File: src/hw/rtl/reciprocal_frequency_counter_defines.svh
// Assertion macros shared by the frequency counter modules.
`ifndef RECIPROCAL_FREQUENCY_COUNTER_DEFINES_SVH
`define RECIPROCAL_FREQUENCY_COUNTER_DEFINES_SVH

// Condition must never hold outside reset.
`define RFC_ASSERT_NEVER(lbl, clk, rstn, cond, msg) \
	lbl: assert property (@(posedge clk) disable iff (!rstn) !(cond)) else $error(msg);

// Antecedent implies consequent in the same cycle.
`define RFC_ASSERT_IMPL(lbl, clk, rstn, ante, cons, msg) \
	lbl: assert property (@(posedge clk) disable iff (!rstn) (ante) |-> (cons)) \
		else $error(msg);

// Antecedent implies consequent in the next cycle.
`define RFC_ASSERT_NEXT(lbl, clk, rstn, ante, cons, msg) \
	lbl: assert property (@(posedge clk) disable iff (!rstn) (ante) |=> (cons)) \
		else $error(msg);

`endif

File: src/hw/rtl/rfc_pkg.sv
// Shared constants, codes and types of the reciprocal frequency counter.
package rfc_pkg;

	localparam int TICK_WIDTH    = 32;
	localparam int FRACTION_BITS = 8;

	// Register field widths
	localparam int MODE_W    = 2;
	localparam int CLK_W     = 27;
	localparam int TIMEOUT_W = 32;
	localparam int EXTDIV_W  = 9;
	localparam int HZ_W      = 35;
	localparam int CFG_IDX_W = 3;
	localparam int CFG_DATA_W = HZ_W;

	// Datapath widths
	localparam int SUM_W   = TICK_WIDTH + 3;
	localparam int CMP_W   = (TICK_WIDTH > TIMEOUT_W) ? TICK_WIDTH : TIMEOUT_W;
	localparam int NUM_W   = CLK_W + EXTDIV_W;
	localparam int DIV_W   = NUM_W + FRACTION_BITS;
	localparam int FREQ_W  = HZ_W + FRACTION_BITS;
	localparam int CMD_W   = 3;
	localparam int STATUS_W = 2;

	// Request queue between front and back
	localparam int REQ_DEPTH = 2;
	localparam int REQ_PTR_W = (REQ_DEPTH > 1) ? $clog2(REQ_DEPTH) : 1;
	localparam int REQ_CNT_W = $clog2(REQ_DEPTH + 1);

	// Commands
	localparam logic [CMD_W-1:0] CMD_TICK  = 3'd0;
	localparam logic [CMD_W-1:0] CMD_EDGE  = 3'd1;
	localparam logic [CMD_W-1:0] CMD_READ  = 3'd2;
	localparam logic [CMD_W-1:0] CMD_START = 3'd3;
	localparam logic [CMD_W-1:0] CMD_STOP  = 3'd4;

	// Result status codes
	localparam logic [STATUS_W-1:0] STATUS_VALID = 2'd0;
	localparam logic [STATUS_W-1:0] STATUS_NOSIG = 2'd1;
	localparam logic [STATUS_W-1:0] STATUS_BELOW = 2'd2;
	localparam logic [STATUS_W-1:0] STATUS_ABOVE = 2'd3;

	// Register indexes
	localparam logic [CFG_IDX_W-1:0] REG_SMOOTHING = 3'd0;
	localparam logic [CFG_IDX_W-1:0] REG_CLOCK_HZ  = 3'd1;
	localparam logic [CFG_IDX_W-1:0] REG_TIMEOUT   = 3'd2;
	localparam logic [CFG_IDX_W-1:0] REG_EXT_DIV   = 3'd3;
	localparam logic [CFG_IDX_W-1:0] REG_NORM_MIN  = 3'd4;
	localparam logic [CFG_IDX_W-1:0] REG_NORM_MAX  = 3'd5;
	localparam logic [CFG_IDX_W-1:0] REG_EXT_MIN   = 3'd6;
	localparam logic [CFG_IDX_W-1:0] REG_EXT_MAX   = 3'd7;

	typedef struct packed {
		logic [MODE_W-1:0]    smoothing_mode;
		logic [CLK_W-1:0]     clock_hz;
		logic [TIMEOUT_W-1:0] timeout_ticks;
		logic [EXTDIV_W-1:0]  extended_divisor;
		logic [HZ_W-1:0]      normal_min_hz;
		logic [HZ_W-1:0]      normal_max_hz;
		logic [HZ_W-1:0]      extended_min_hz;
		logic [HZ_W-1:0]      extended_max_hz;
	} cfg_t;

	// Read request as classified by the front part
	typedef struct packed {
		logic                  no_signal;
		logic                  ext;
		logic [TICK_WIDTH-1:0] period;
	} req_t;

endpackage

File: src/hw/rtl/reciprocal_frequency_counter.sv
// Reads: a read without signal skips the multiply and divide steps.
// Throughput: ticks, edges, start and stop are taken one per cycle while full is low;
// each read ties up the shared one-bit-per-cycle divider, and full rises while
// two reads wait in the request queue.
// Reset: arst_n clears all timebase state asynchronously (stopped, block length four)
// and loads every configuration register with its reset value.
module reciprocal_frequency_counter import rfc_pkg::*; (
	input  logic                  clk,
	input  logic                  arst_n,
	input  logic                  push,
	output logic                  full,
	input  logic [CMD_W-1:0]      command,
	input  logic                  extended_range,
	output logic                  empty,
	input  logic                  pop,
	output logic [STATUS_W-1:0]   status,
	output logic [FREQ_W-1:0]     frequency_q8,
	output logic                  range_used,
	input  logic                  cfg_valid,
	output logic                  cfg_ready,
	input  logic [CFG_IDX_W-1:0]  cfg_index,
	input  logic [CFG_DATA_W-1:0] cfg_data
);

	cfg_t cfg_q;
	logic take;
	logic req_push;
	req_t req_in;
	logic req_full;
	logic req_pop;
	req_t req_out;
	logic req_empty;

	assign cfg_ready = 1'b1;
	assign take      = push && !full;
	assign full      = req_full;

	// Write configuration registers on a request
	always_ff @(posedge clk or negedge arst_n) begin
		if (!arst_n) begin
			cfg_q.smoothing_mode   <= MODE_W'(1);
			cfg_q.clock_hz         <= CLK_W'(16000000);
			cfg_q.timeout_ticks    <= TIMEOUT_W'(16000000);
			cfg_q.extended_divisor <= EXTDIV_W'(1);
			cfg_q.normal_min_hz    <= HZ_W'(1);
			cfg_q.normal_max_hz    <= HZ_W'(8000000);
			cfg_q.extended_min_hz  <= HZ_W'(1);
			cfg_q.extended_max_hz  <= '1;
		end else if (cfg_valid && cfg_ready) begin
			unique case (cfg_index)
				REG_SMOOTHING: cfg_q.smoothing_mode   <= cfg_data[MODE_W-1:0];
				REG_CLOCK_HZ:  cfg_q.clock_hz         <= cfg_data[CLK_W-1:0];
				REG_TIMEOUT:   cfg_q.timeout_ticks    <= cfg_data[TIMEOUT_W-1:0];
				REG_EXT_DIV:   cfg_q.extended_divisor <= cfg_data[EXTDIV_W-1:0];
				REG_NORM_MIN:  cfg_q.normal_min_hz    <= cfg_data[HZ_W-1:0];
				REG_NORM_MAX:  cfg_q.normal_max_hz    <= cfg_data[HZ_W-1:0];
				REG_EXT_MIN:   cfg_q.extended_min_hz  <= cfg_data[HZ_W-1:0];
				REG_EXT_MAX:   cfg_q.extended_max_hz  <= cfg_data[HZ_W-1:0];
				default: begin
				end
			endcase
		end
	end

	rfc_front u_front (
		.clk            (clk),
		.arst_n         (arst_n),
		.cfg            (cfg_q),
		.take           (take),
		.command        (command),
		.extended_range (extended_range),
		.req_push       (req_push),
		.req            (req_in)
	);

	rfc_req_queue u_queue (
		.clk    (clk),
		.arst_n (arst_n),
		.push   (req_push),
		.din    (req_in),
		.full   (req_full),
		.pop    (req_pop),
		.dout   (req_out),
		.empty  (req_empty)
	);

	rfc_back u_back (
		.clk          (clk),
		.arst_n       (arst_n),
		.cfg          (cfg_q),
		.req_empty    (req_empty),
		.req          (req_out),
		.req_pop      (req_pop),
		.pop          (pop),
		.empty        (empty),
		.status       (status),
		.frequency_q8 (frequency_q8),
		.range_used   (range_used)
	);

endmodule

File: src/hw/rtl/rfc_req_queue.sv
// Short register queue carrying read requests from front to back.
module rfc_req_queue import rfc_pkg::*; (
	input  logic clk,
	input  logic arst_n,
	input  logic push,
	input  req_t din,
	output logic full,
	input  logic pop,
	output req_t dout,
	output logic empty
);

	`include "reciprocal_frequency_counter_defines.svh"

	req_t                 entries_q [REQ_DEPTH];
	logic [REQ_PTR_W-1:0] wptr_q;
	logic [REQ_PTR_W-1:0] rptr_q;
	logic [REQ_CNT_W-1:0] count_q;
	logic                 do_push;
	logic                 do_pop;

	assign full    = (count_q == REQ_CNT_W'(REQ_DEPTH));
	assign empty   = (count_q == '0);
	assign do_push = push && !full;
	assign do_pop  = pop && !empty;
	assign dout    = entries_q[rptr_q];

	// Store the incoming request
	always_ff @(posedge clk) begin
		if (do_push) begin
			entries_q[wptr_q] <= din;
		end
	end

	// Advance pointers and fill count
	always_ff @(posedge clk or negedge arst_n) begin
		if (!arst_n) begin
			wptr_q  <= '0;
			rptr_q  <= '0;
			count_q <= '0;
		end else begin
			if (do_push) begin
				wptr_q <= (wptr_q == REQ_PTR_W'(REQ_DEPTH - 1)) ? '0 : wptr_q + REQ_PTR_W'(1);
			end
			if (do_pop) begin
				rptr_q <= (rptr_q == REQ_PTR_W'(REQ_DEPTH - 1)) ? '0 : rptr_q + REQ_PTR_W'(1);
			end
			if (do_push && !do_pop) begin
				count_q <= count_q + REQ_CNT_W'(1);
			end else if (do_pop && !do_push) begin
				count_q <= count_q - REQ_CNT_W'(1);
			end
		end
	end

	`RFC_ASSERT_NEVER(a_no_overflow, clk, arst_n, push && full, "request pushed into full queue")

endmodule

File: src/hw/rtl/rfc_front.sv
// Front part: timestamps edges, averages periods and classifies read requests.
module rfc_front import rfc_pkg::*; (
	input  logic             clk,
	input  logic             arst_n,
	input  cfg_t             cfg,
	input  logic             take,
	input  logic [CMD_W-1:0] command,
	input  logic             extended_range,
	output logic             req_push,
	output req_t             req
);

	logic [TICK_WIDTH-1:0] tick_q;
	logic [TICK_WIDTH-1:0] last_edge_q;
	logic [TICK_WIDTH-1:0] avg_period_q;
	logic [1:0]            edge_cnt_q;
	logic [SUM_W-1:0]      sum_q;
	logic [3:0]            pib_q;
	logic [3:0]            blk_len_q;
	logic                  running_q;

	logic [TICK_WIDTH-1:0] period;
	logic [TICK_WIDTH-1:0] elapsed;
	logic [SUM_W-1:0]      sum_next;
	logic [3:0]            pib_next;
	logic                  blk_done;
	logic [1:0]            avg_shift;
	logic [TICK_WIDTH-1:0] avg_next;
	logic                  timed_out;

	// Block length for a smoothing mode; mode three falls back to four
	function automatic logic [3:0] mode_len(logic [MODE_W-1:0] mode);
		logic [3:0] len;
		case (mode)
			2'd0:    len = 4'd1;
			2'd2:    len = 4'd8;
			default: len = 4'd4;
		endcase
		return len;
	endfunction

	// Shift that divides by a block length of one, four or eight
	function automatic logic [1:0] len_shift(logic [3:0] len);
		logic [1:0] sh;
		case (len)
			4'd1:    sh = 2'd0;
			4'd8:    sh = 2'd3;
			default: sh = 2'd2;
		endcase
		return sh;
	endfunction

	// Period and block mean for an edge on this tick
	always_comb begin
		period   = tick_q - last_edge_q;
		sum_next = sum_q + SUM_W'(period);
		pib_next = pib_q + 4'd1;
		blk_done = (pib_next >= blk_len_q) || (avg_period_q == '0);
		// an empty average closes a block of one period
		avg_shift = (pib_next >= blk_len_q) ? len_shift(blk_len_q) : 2'd0;
		avg_next  = TICK_WIDTH'(sum_next >> avg_shift);
	end

	// Classify a read request
	always_comb begin
		elapsed       = tick_q - last_edge_q;
		timed_out     = CMP_W'(elapsed) > CMP_W'(cfg.timeout_ticks);
		req_push      = take && (command == CMD_READ);
		req.ext       = extended_range;
		req.period    = avg_period_q;
		req.no_signal = !running_q || (edge_cnt_q == 2'd0) || timed_out
			|| (edge_cnt_q == 2'd1) || (avg_period_q == '0);
	end

	// Advance the timebase state
	always_ff @(posedge clk or negedge arst_n) begin
		if (!arst_n) begin
			tick_q       <= '0;
			last_edge_q  <= '0;
			avg_period_q <= '0;
			edge_cnt_q   <= '0;
			sum_q        <= '0;
			pib_q        <= '0;
			blk_len_q    <= 4'd4;
			running_q    <= 1'b0;
		end else if (take) begin
			unique case (command) inside
				CMD_TICK, CMD_EDGE: begin
					if (running_q) begin
						if (command == CMD_EDGE) begin
							if (edge_cnt_q != 2'd0) begin
								if (blk_done) begin
									avg_period_q <= avg_next;
									sum_q        <= '0;
									pib_q        <= '0;
								end else begin
									sum_q <= sum_next;
									pib_q <= pib_next;
								end
							end
							last_edge_q <= tick_q;
							if (edge_cnt_q != 2'd2) begin
								edge_cnt_q <= edge_cnt_q + 2'd1;
							end
						end
						tick_q <= tick_q + TICK_WIDTH'(1);
					end
				end
				CMD_START: begin
					tick_q       <= '0;
					last_edge_q  <= '0;
					avg_period_q <= '0;
					edge_cnt_q   <= '0;
					sum_q        <= '0;
					pib_q        <= '0;
					blk_len_q    <= mode_len(cfg.smoothing_mode);
					running_q    <= 1'b1;
				end
				CMD_STOP: begin
					running_q <= 1'b0;
				end
				default: begin
				end
			endcase
		end
	end

endmodule

File: src/hw/rtl/rfc_back.sv
// Back part: divides clock, times the prescaler in extended range, by period, range checks and holds the result.
module rfc_back import rfc_pkg::*; (
	input  logic                clk,
	input  logic                arst_n,
	input  cfg_t                cfg,
	input  logic                req_empty,
	input  req_t                req,
	output logic                req_pop,
	input  logic                pop,
	output logic                empty,
	output logic [STATUS_W-1:0] status,
	output logic [FREQ_W-1:0]   frequency_q8,
	output logic                range_used
);

	`include "reciprocal_frequency_counter_defines.svh"

	localparam int DIV_CNT_W = $clog2(DIV_W);
	localparam logic [DIV_CNT_W-1:0] DIV_LAST = DIV_CNT_W'(DIV_W - 1);
	localparam logic [DIV_W-1:0] FRAC_MASK = (DIV_W'(1) << FRACTION_BITS) - DIV_W'(1);

	localparam logic [1:0] ST_IDLE = 2'd0;
	localparam logic [1:0] ST_MUL  = 2'd1;
	localparam logic [1:0] ST_DIV  = 2'd2;
	localparam logic [1:0] ST_FIN  = 2'd3;

	logic [1:0]            state_q;
	logic [DIV_CNT_W-1:0]  cnt_q;
	logic                  ns_q;
	logic                  ext_q;
	logic [TICK_WIDTH-1:0] per_q;
	logic [TICK_WIDTH-1:0] rem_q;
	logic [DIV_W-1:0]      quo_q;

	logic                  out_valid_q;
	logic [STATUS_W-1:0]   status_q;
	logic [FREQ_W-1:0]     freq_q;
	logic                  range_q;

	logic [EXTDIV_W-1:0]   factor;
	logic [NUM_W-1:0]      num;
	logic [TICK_WIDTH:0]   rem_shift;
	logic                  rem_ge;
	logic [TICK_WIDTH:0]   rem_diff;
	logic [NUM_W-1:0]      q0;
	logic                  r0_nz;
	logic [HZ_W-1:0]       lo;
	logic [HZ_W-1:0]       hi;
	logic                  sat;
	logic [STATUS_W-1:0]   fin_status;
	logic [FREQ_W-1:0]     fin_freq;
	logic                  slot_free;

	assign req_pop      = (state_q == ST_IDLE) && !req_empty;
	assign slot_free    = !out_valid_q || pop;
	assign empty        = !out_valid_q;
	assign status       = status_q;
	assign frequency_q8 = freq_q;
	assign range_used   = range_q;

	// Numerator: clock times prescaler in extended range
	always_comb begin
		factor = ext_q ? cfg.extended_divisor : EXTDIV_W'(1);
		num    = NUM_W'(cfg.clock_hz) * NUM_W'(factor);
	end

	// One restoring division step
	always_comb begin
		rem_shift = {rem_q, quo_q[DIV_W-1]};
		rem_ge    = rem_shift >= {1'b0, per_q};
		rem_diff  = rem_shift - {1'b0, per_q};
	end

	// Range check and saturation of the finished quotient
	always_comb begin
		q0    = quo_q[DIV_W-1:FRACTION_BITS];
		r0_nz = ((quo_q & FRAC_MASK) != '0) || (rem_q != '0);
		lo    = ext_q ? cfg.extended_min_hz : cfg.normal_min_hz;
		hi    = ext_q ? cfg.extended_max_hz : cfg.normal_max_hz;
		sat   = (quo_q >> FREQ_W) != '0;
		if (ns_q) begin
			fin_status = STATUS_NOSIG;
		end else if (q0 < NUM_W'(lo)) begin
			fin_status = STATUS_BELOW;
		end else if ((q0 > NUM_W'(hi)) || ((q0 == NUM_W'(hi)) && r0_nz)) begin
			fin_status = STATUS_ABOVE;
		end else begin
			fin_status = STATUS_VALID;
		end
		if (ns_q) begin
			fin_freq = '0;
		end else if (sat) begin
			fin_freq = '1;
		end else begin
			fin_freq = quo_q[FREQ_W-1:0];
		end
	end

	// Sequence one request through multiply, divide and finish; a no-signal request goes straight to finish
	always_ff @(posedge clk or negedge arst_n) begin
		if (!arst_n) begin
			state_q <= ST_IDLE;
			cnt_q   <= '0;
		end else begin
			unique case (state_q)
				ST_IDLE: begin
					if (!req_empty) begin
						state_q <= req.no_signal ? ST_FIN : ST_MUL;
					end
				end
				ST_MUL: begin
					cnt_q   <= '0;
					state_q <= ST_DIV;
				end
				ST_DIV: begin
					cnt_q <= cnt_q + DIV_CNT_W'(1);
					if (cnt_q == DIV_LAST) begin
						state_q <= ST_FIN;
					end
				end
				ST_FIN: begin
					if (slot_free) begin
						state_q <= ST_IDLE;
					end
				end
				default: begin
					state_q <= ST_IDLE;
				end
			endcase
		end
	end

	// Datapath registers of the divider
	always_ff @(posedge clk) begin
		if (req_pop) begin
			ns_q  <= req.no_signal;
			ext_q <= req.ext;
			per_q <= req.period;
		end
		if (state_q == ST_MUL) begin
			quo_q <= {num, {FRACTION_BITS{1'b0}}};
			rem_q <= '0;
		end else if (state_q == ST_DIV) begin
			quo_q <= {quo_q[DIV_W-2:0], rem_ge};
			rem_q <= rem_ge ? rem_diff[TICK_WIDTH-1:0] : rem_shift[TICK_WIDTH-1:0];
		end
	end

	// Hold the result until it is popped
	always_ff @(posedge clk or negedge arst_n) begin
		if (!arst_n) begin
			out_valid_q <= 1'b0;
		end else if ((state_q == ST_FIN) && slot_free) begin
			out_valid_q <= 1'b1;
		end else if (pop) begin
			out_valid_q <= 1'b0;
		end
	end

	always_ff @(posedge clk) begin
		if ((state_q == ST_FIN) && slot_free) begin
			status_q <= fin_status;
			freq_q   <= fin_freq;
			range_q  <= ext_q;
		end
	end

	`RFC_ASSERT_NEXT(a_div_runs, clk, arst_n, (state_q == ST_DIV) && (cnt_q != DIV_LAST), state_q == ST_DIV, "divider left early")
	`RFC_ASSERT_IMPL(a_rem_below, clk, arst_n, state_q == ST_DIV, rem_q < per_q, "remainder not below divisor")
	`RFC_ASSERT_NEXT(a_fin_out, clk, arst_n, (state_q == ST_FIN) && !out_valid_q, out_valid_q, "finished result not held")

endmodule
File: config.mk
export PLATFORM = sky130hd
export DESIGN_NAME = reciprocal_frequency_counter
export DESIGN_NICKNAME = d
export VERILOG_FILES = /design/src/hw/rtl/rfc_pkg.sv /design/src/hw/rtl/reciprocal_frequency_counter.sv /design/src/hw/rtl/rfc_req_queue.sv /design/src/hw/rtl/rfc_front.sv /design/src/hw/rtl/rfc_back.sv
export VERILOG_INCLUDE_DIRS = /design/src /design/src/hw/rtl
export SDC_FILE = /design/constraint.sdc
export NUM_CORES = 2
export LEC_CHECK = 0
export ABC_CLOCK_PERIOD_IN_PS = 17820
export BUFFER_PORTS_ARGS = -buffer_cell sky130_fd_sc_hd__buf_2
export CAP_MARGIN = 0
export CORE_ASPECT_RATIO = 0.7
export CORE_MARGIN = 4
export CORE_UTILIZATION = 53
export CTS_BUF_LIST = sky130_fd_sc_hd__clkbuf_2
export CTS_CLUSTER_DIAMETER = 100
export CTS_CLUSTER_SIZE = 30
export DETAILED_ROUTE_END_ITERATION = 12
export PLACE_DENSITY = 0.69
export SETUP_SLACK_MARGIN = 0.4
export SYNTH_ARGS = -nofsm -noshare
export SYNTH_HDL_FRONTEND = slang
export SYNTH_SLANG_ARGS = --single-unit
File: constraint.sdc
create_clock -name clk -period 17.82 [get_ports clk]
set_input_delay 1.782 -clock clk [delete_from_list [all_inputs] [get_ports clk]]
set_output_delay 1.782 -clock clk [all_outputs]
set_load 0.01 [all_outputs]
==> flow_summary.ini <==
[cells_and_area]
fin_nets = 4365
drive_gt1_share_pct = 13.1
syn_to_final_growth_pct = 3.83
fillCellCount = 6429
final_core_util_pct = 55.7

[clocking]
cts_max_path_buffers = 3
ctsHoldBuffers = 0
h-tree-depth = 1
cts_sinks = 588
cts_tree = built
ctsRootBufferMaster = clkbuf_2
path_clk_slew_ns = 0.57
worstSkewPairLatency_ns = 1.31
post_cts_buffers = 0
numCtsBuffers = 23
post_cts_resized = 0

[grt]
grt_overflow = 0
track_usage_pct = 25.0
grt_max_degree = 160
antenna_found_initial = 7
first_global_vias = 27200
grt_pass1_wl_mm = 157

[synthesis]
post-synth-top-area-cell = dfrtp_1
synth_top_area_share_pct = 19.2
yosysWarnings = 0
synthArstFlopShare_pct = 61.9
avgSynthCellArea_um2 = 10.1
synthCells = 3914
synth.area.top_cells = dfrtp_1 19%, edfxtp_1 14%, fa_1 9.1%
netlist_area_um2 = 39500
yosys_register_bits = 588
synth.distinct_cells = 105
ys.flop_type = dfrtp_1
syn_nets = 4407
ys_seq_area_share_pct = 39.3
synth_edf_count = 184

[sta]
max_freq_ghz = 0.129
finalCriticalPeriod_ns = 7.75
max_slew_margin_pct = 23.7
worstMarginPinSlew_ns = 1.13
hold_viol_final = 0
rsz0062_at_grt = no
setup-violations-final = 0
setup_tns_ns = 0
post-route-period-util_pct = 43.5
slew_viol_final = 0
fin_worst_skew_ns = 0.120

[critical_path]
required_ns = 18.96
start_kind = register
worstPathArrival_ns = 8.89
path_class = register to register
r2r_end = u_back.quo_q[42]$_DFFE_PP_
worst_setup_path_end_kind = register
reg2reg_slack_ns = 10.07
timing.rr.start = u_back.ext_q$_DFFE_PP_
reg2reg_depth = 23
critical_path.max_fanout = 114

[die]
die_y_um = 236
num_rows = 83
die_area_um2 = 79000
coreArea_um2 = 73600
start_util_pct = 53.7
die_x_um = 334
num_io_pins = 96

[detailed_routing]
ant_nets = 0
routed_via_density = 5.83
drt-total-wl_mm = 99.5
first_pass_iters = 5
dr.first_iter.drc_count = 2686
vias = 28400
routedWlPerCell_um = 20.4
remaining_drc_errors = 0

[run]
timing.max_cap.violations = 0

[place]
io_buffer_count = 94
dp_hpwl_mm = 74.4
gp_congestion = 0.955

[worst_hold_path]
hold_class = primary input to asynchronous set/reset pin

[run_status]
status = complete, no violations
==> routing by layer <==
layer  vias up  wire length (um)  track usage [%]
li1      13500                 -                -
met1     13700             48900             39.6
met2      1040             38600             33.7
met3       111             10300             7.95
met4         2              1830             4.10
met5         -                13                0
==> Yosys cell counts (8+ instances only) <==
cell type,n
nand2b_1,68
o21ai_1,8
or3_1,21
nor3_1,28
fa_1,179
a22o_1,37
nand4_1,42
dfxtp_1,40
inv_1,342
a21o_1,82
o21a_1,30
o21bai_1,11
xor2_1,63
mux2_2,217
buf_2,8
nor2b_1,26
o21ai_0,221
and2_1,14
nor2_1,248
o31ai_1,14
nand3_1,70
clkbuf_1,150
a31oi_1,14
a211oi_1,18
buf_1,40
a21oi_1,164
o211ai_1,16
nand2_1,397
dfrtp_1,303
nor4_1,23
and3_1,164
mux2i_1,91
a311oi_1,25
xnor2_1,82
ha_1,267
dfstp_2,61
edfxtp_1,184
==> critical path: stages, from the launching register on <==
cell and delay (ns):
edfxtp_1 0.44, buf_4 0.62, buf_4 0.79, and2_1 0.50, buf_4 0.32, nand2_1 0.11, fa_1 0.55, inv_1 0.05
fa_1 0.46, fa_1 0.49, inv_1 0.06, fa_1 0.53, inv_1 0.04, ha_1 0.37, nand3_1 0.12, nor2_1 0.10
o21ai_0 0.14, a21oi_1 0.57, nor2_1 0.12, o41a_1 0.48, o21ai_1 0.26, a221oi_1 0.13, mux2_2 0.24, nand3_1 0.05
==> final cells by class <==
cell class / instances / area [um^2] / area share (%)
antenna: 4 / 10.0 / 0.0244
sequential: 588 / 15500 / 37.8
inverter: 343 / 1290 / 3.14
multi-input combinational: 2782 / 22000 / 53.6
clock buffer: 40 / 200 / 0.488
tap: 977 / 1220 / 2.98
clock inverter: 2 / 20.0 / 0.0488
timing repair buffer: 134 / 793 / 1.93
==> state kept, by name (all words and copies together) (netlist names), 2 cells and up <==
register              count
cfg_q                   210
u_queue.entries_q        68
u_back.quo_q             44
u_back.frequency_q8      43
u_front.sum_q            35
u_back.per_q             32
u_back.rem_q             32
u_front.avg_period_q     32
u_front.last_edge_q      32
u_front.tick_q           32
u_back.cnt_q              6
u_front.pib_q             4
u_front.blk_len_q         3
u_back.state_q            2
u_back.status             2
u_front.edge_cnt_q        2
u_queue.count_q           2
==> placed cells by master, fill, tap and decap left out, types with 7 or more instances in the layout <==
cell        n
o21ai_1     8
and3_1    164
nor2_1    247
nand3_1    70
dfxtp_1    40
inv_1     342
and2_1     13
clkbuf_2   40
a21oi_1   164
a31oi_1    14
nor3_1     27
xor2_1     63
or3_1      21
a22o_1     37
edfxtp_1  184
nor4_1     21
nor2b_1    25
buf_2      93
nand4_1    42
nand3b_1    7
a211oi_1   18
fa_1      179
nand2_1   397
xnor2_1    82
buf_4      39
ha_1      264
a21o_1     82
a311oi_1   25
o211ai_1   16
dfrtp_1   303
mux2i_1    91
o21bai_1   11
a221oi_1    7
a32o_1      7
mux2_2    217
o21a_1     30
nand2b_1   68
o31ai_1    14
dfstp_2    61
o21ai_0   221
==> worst max path at each step <==
| stage | from | end | cells past startpoint |
|---|---|---|---|
| 2_1_floorplan | u_back.ext_q$_DFFE_PP_ | u_back.quo_q[31]$_DFFE_PP_ | 22 |
| 3_3_place_gp | u_back.ext_q$_DFFE_PP_ | u_back.quo_q[42]$_DFFE_PP_ | 23 |
| 3_5_place_dp | u_back.ext_q$_DFFE_PP_ | u_back.quo_q[31]$_DFFE_PP_ | 22 |
| 4_1_cts | u_back.ext_q$_DFFE_PP_ | u_back.quo_q[42]$_DFFE_PP_ | 23 |
| 5_1_grt | u_back.ext_q$_DFFE_PP_ | u_back.quo_q[42]$_DFFE_PP_ | 23 |
| 6_report | u_back.ext_q$_DFFE_PP_ | u_back.quo_q[42]$_DFFE_PP_ | 23 |
==> logic make-up after synthesis <==
group	after synthesis	share of synthesized area, %
other cells	1	0.00949
buf+inv	544	5.23
flops	588	39.3
xor+xnor	146	3.26
simple gates	1148	14.0
compound gates	733	12.2
mux	308	8.49
fa+ha+maj	446	17.5
==> through the flow <==
stage | std cells | hold slack (ns) | area (um^2) | worst slack (ns)
2_1_floorplan | 3914 | 0.424 | 39500 | 11.81
3_3_place_gp | 4824 | 0.461 | 40800 | 10.39
3_5_place_dp | 4824 | 0.470 | 40800 | 10.31
4_1_cts | 4866 | 0.305 | 41000 | 10.30
5_1_grt | 4869 | 0.274 | 41000 | 9.76
6_report | 4870 | 0.354 | 41000 | 10.07
Power is not shown: default switching activity piles up to over one toggle a cycle in this logic, so the estimate is an artifact.
